`config.mk`:
```
export PLATFORM = sky130hd
export DESIGN_NAME = snnq_ram
export DESIGN_NICKNAME = d
export VERILOG_FILES = /design/src/hdl/snnq_ram.sv
export SDC_FILE = /design/constraint.sdc
export NUM_CORES = 2
export LEC_CHECK = 0
export BUFFER_PORTS_ARGS = -buffer_cell sky130_fd_sc_hd__clkbuf_2
export CAP_MARGIN = 10
export CORE_MARGIN = 3
export CORE_UTILIZATION = 35
export DETAILED_ROUTE_END_ITERATION = 10
export GPL_ROUTABILITY_DRIVEN = 0
export HOLD_SLACK_MARGIN = 0.06
export SKIP_LAST_GASP = 1
export SLEW_MARGIN = 30
export SYNTH_ARGS = -nofsm -noshare
export SYNTH_HDL_FRONTEND = slang
export SYNTH_SLANG_ARGS = --single-unit
```
`constraint.sdc`:
```
create_clock -name clk -period 2.99 [get_ports clk]
set_input_delay 0.299 -clock clk [delete_from_list [all_inputs] [get_ports clk]]
set_output_delay 0.299 -clock clk [all_outputs]
set_load 0.01 [all_outputs]
```
`src/hdl/snnq_ram.sv`:
```
// generic single-write, single-read ram with registered read data
module snnq_ram #(
    parameter int unsigned WIDTH = 8,
    parameter int unsigned DEPTH = 256,
    localparam int unsigned ADDR_W = (DEPTH > 1) ? $clog2(DEPTH) : 1
) (
    input  logic              clk,
    input  logic              wr_en,
    input  logic [ADDR_W-1:0] wr_addr,
    input  logic [WIDTH-1:0]  wr_data,
    input  logic              rd_en,
    input  logic [ADDR_W-1:0] rd_addr,
    output logic [WIDTH-1:0]  rd_data
);

    logic [WIDTH-1:0] mem [DEPTH];
    logic [WIDTH-1:0] rd_data_reg;

    always_ff @(posedge clk)
    begin
        if (wr_en)
        begin
            mem[wr_addr] <= wr_data;
        end
        if (rd_en)
        begin
            rd_data_reg <= mem[rd_addr];
        end
    end

    assign rd_data = rd_data_reg;

endmodule

```
==> metrics.txt <==
status=finished clean; Final #Nets=4323; number of port buffers=34; Slew Viols, Final=0; initial antenna violation count=10; Via-to-Cell Ratio=5.40; slowest stage delay, CP=670 ps; H-Tree Level Count=4; Fin Clk Skew=34.4 ps; Area contributors post-synth=edfxtp_1, mux4_2, mux2i_1, nor2_1, a22oi_1; Setup WS post-layout=119 ps; CORE AREA=226000 µm²; final hold viol count=0; Slew headroom=36.7%; commonest cells in the netlist=edfxtp_1, mux4_2, nor2_1, mux2i_1, a22oi_1; pwr/cell area=638 nW/µm²; Post-CTS Setup Inserts=0; flops & latches, synth=2056; largest net degree at the start of global routing=121; Leakage=29.7 nW; first-pass GRT wire length=299000 µm; Mapped Nets=3760; register area share after synthesis=between 70% and 80%; Top Ports=35; Post-synth EDFFs=2056; clk buf depth=3; clk sinks=around 2000; Yosys cell types=54; Num CTS Buffers=207; unrepaired setup endpoints after global routing=false; initial core utilization=between 30% and 40%; CP required=3570 ps; Clk pin slew, worst setup/hold paths=60 ps; Mapped Cells=3733; peak fanout along the critical path=1; power after layout=59.8 mW; final setup vio count=0; Maximum Capacitance Violations=0; WL/cell=27.7 µm; Tmin final=2870 ps; chip height=between 400 and 500 µm; HPWL after DPL=between 100000 and 150000 µm; share of cells above drive strength 1=between 20% and 30%; worst-margin pin slew=940 ps; CP Cell Sequence=mux4_2 > nor2b_1 > a211oi_1 > buf_4 > nor2_1 > nor4_1 > buf_4 > nor4_2; startpoint class of the critical path=register; Hold/Removal Path Class=in -> reg; Post-route DRC=0; Critical Path Slowest Stage Cell=nor4_1; Fin Setup TNS=0 ps; yosys warns=0; vias=40300; placement row count=174; clock latency on the worst-skew pair=850 ps; top cell type's share of synthesized area=between 70 and 80%; Worst path top cell family by delay=simple AND/OR/NAND/NOR gates; synthesized cell area=79600 µm²; most used cell, CP=buf_4; max frequency=348 MHz; CP Buf/Inv Count=2; Crit Path Category=reg -> reg; TritonCTS clock tree=yes; Worst Setup End Kind=register; ys flop type=edfxtp_1; asr flop ratio synth=0%; multi-input combinational cell area=16500 µm²; clk root buf=clkbuf_16; placed cell count=7069; total congestion overflow=0; max reg flops=approximately 2000; non-filler cells, final=7467; die width=a little under 500 µm; top cell type by total area after synthesis=edfxtp_1; Detailed Route Iter0 Violations=4472; post-route ant nets=0; VDD IR max=518 µV; final worst-path cycle share=a little over nine tenths; Post-Syn Area per Cell=about 21 µm²; Area Growth Syn to Fin=17.8%; cell with the most instances after synthesis=edfxtp_1; storage element area=61700 µm²; Pre-antenna DRT Iters=6; fill count=around 20000; Routed WL=207000 µm; Die ar.=233000 µm²; pre-CTS setup slack=-526 ps; vias in the first global route=40800; GRT Total Usage=around 18%; Worst EP arrival=3450 ps
## cell families after synthesis
group                  after synthesis  share of synthesized area, %
muxes                              591                          14.6
buffers and inverters              235                          1.83
DFF                               2056                          77.5
and+or+nand+nor                    466                          2.63
AOI/OAI and AO/OA                  385                          3.42
## final cells by class
class	count	share of cell area, %
flip-flops and latches	2056	65.8
multi-input cells	1442	17.6
clock buffers	264	5.75
inverters	2	0.00800
clock inverters	120	1.20
well taps	2992	3.99
repair buffers	587	5.63
diodes	4	0.0107
## per-layer routing
layer / vias to the layer above / track usage, % / wire length [µm]
met3: 314 / 3.09 / 14800
met1: 21500 / 24.4 / 85600
met4: 2 / 5.74 / 6590
met5: - / 0 / 11
li1: 16900 / - / -
met2: 1633 / 28.1 / 99900
## repair_timing
item	in CTS	in global routing
gates resized for setup	1	0
setup endpoints to repair	1	0
hold buffers	9	0
hold endpoints to repair	542	0
## worst register-to-register path, cell delays in order, from the launching register on
cell and delay, ps:
edfxtp_1 360, mux4_2 470, nor2b_1 150, a211oi_1 410, buf_4 190, nor2_1 50
nor4_1 670, buf_4 250, nor4_2 50
## path summary, 6_finish.rpt
kind                            cells past startpoint  slack [ps]          end       start
worst max-delay path                                8         120   rd_data[2]  mem[77][2]
worst min-delay path                                4         190  mem[171][7]  wr_addr[1]
worst max register to register                      8         120   rd_data[2]  mem[77][2]
worst min register to register                      6        1250   rd_data[5]  mem[52][5]
## per-stage QoR
step | utilization, % | area [µm²] | hold slack [ps]
global placement | 38.6 | 87100 | 800
detailed placement | 38.6 | 87200 | 812
global route | 41.6 | 93800 | 187
floorplan | - | 79600 | 398
finish | 41.6 | 93800 | 191
CTS | 41.6 | 93800 | 132
## cells in the final DEF, fill, tap and decap left out, types with 37 or more instances in the layout
cell type | netlist | routed
mux4_2 | 454 | 454
buf_4 | 27 | 480
a21oi_1 | 96 | 96
clkinv_2 | 0 | 37
buf_12 | 8 | 65
clkbuf_1 | 111 | 57
a22oi_1 | 133 | 133
clkbuf_16 | 0 | 207
mux2i_1 | 134 | 134
nor2_1 | 282 | 279
o221ai_1 | 46 | 46
clkinv_1 | 1 | 49
edfxtp_1 | 2056 | 2056
## where the power goes
part,internal (mW),switching [mW],total (mW)
sequential,31.8,0.0494,31.8
clock,13.9,11.0,24.8
combinational,1.21,1.96,3.17
total,46.9,13.0,59.8
Note: power is estimated with default switching activity, not from simulation.
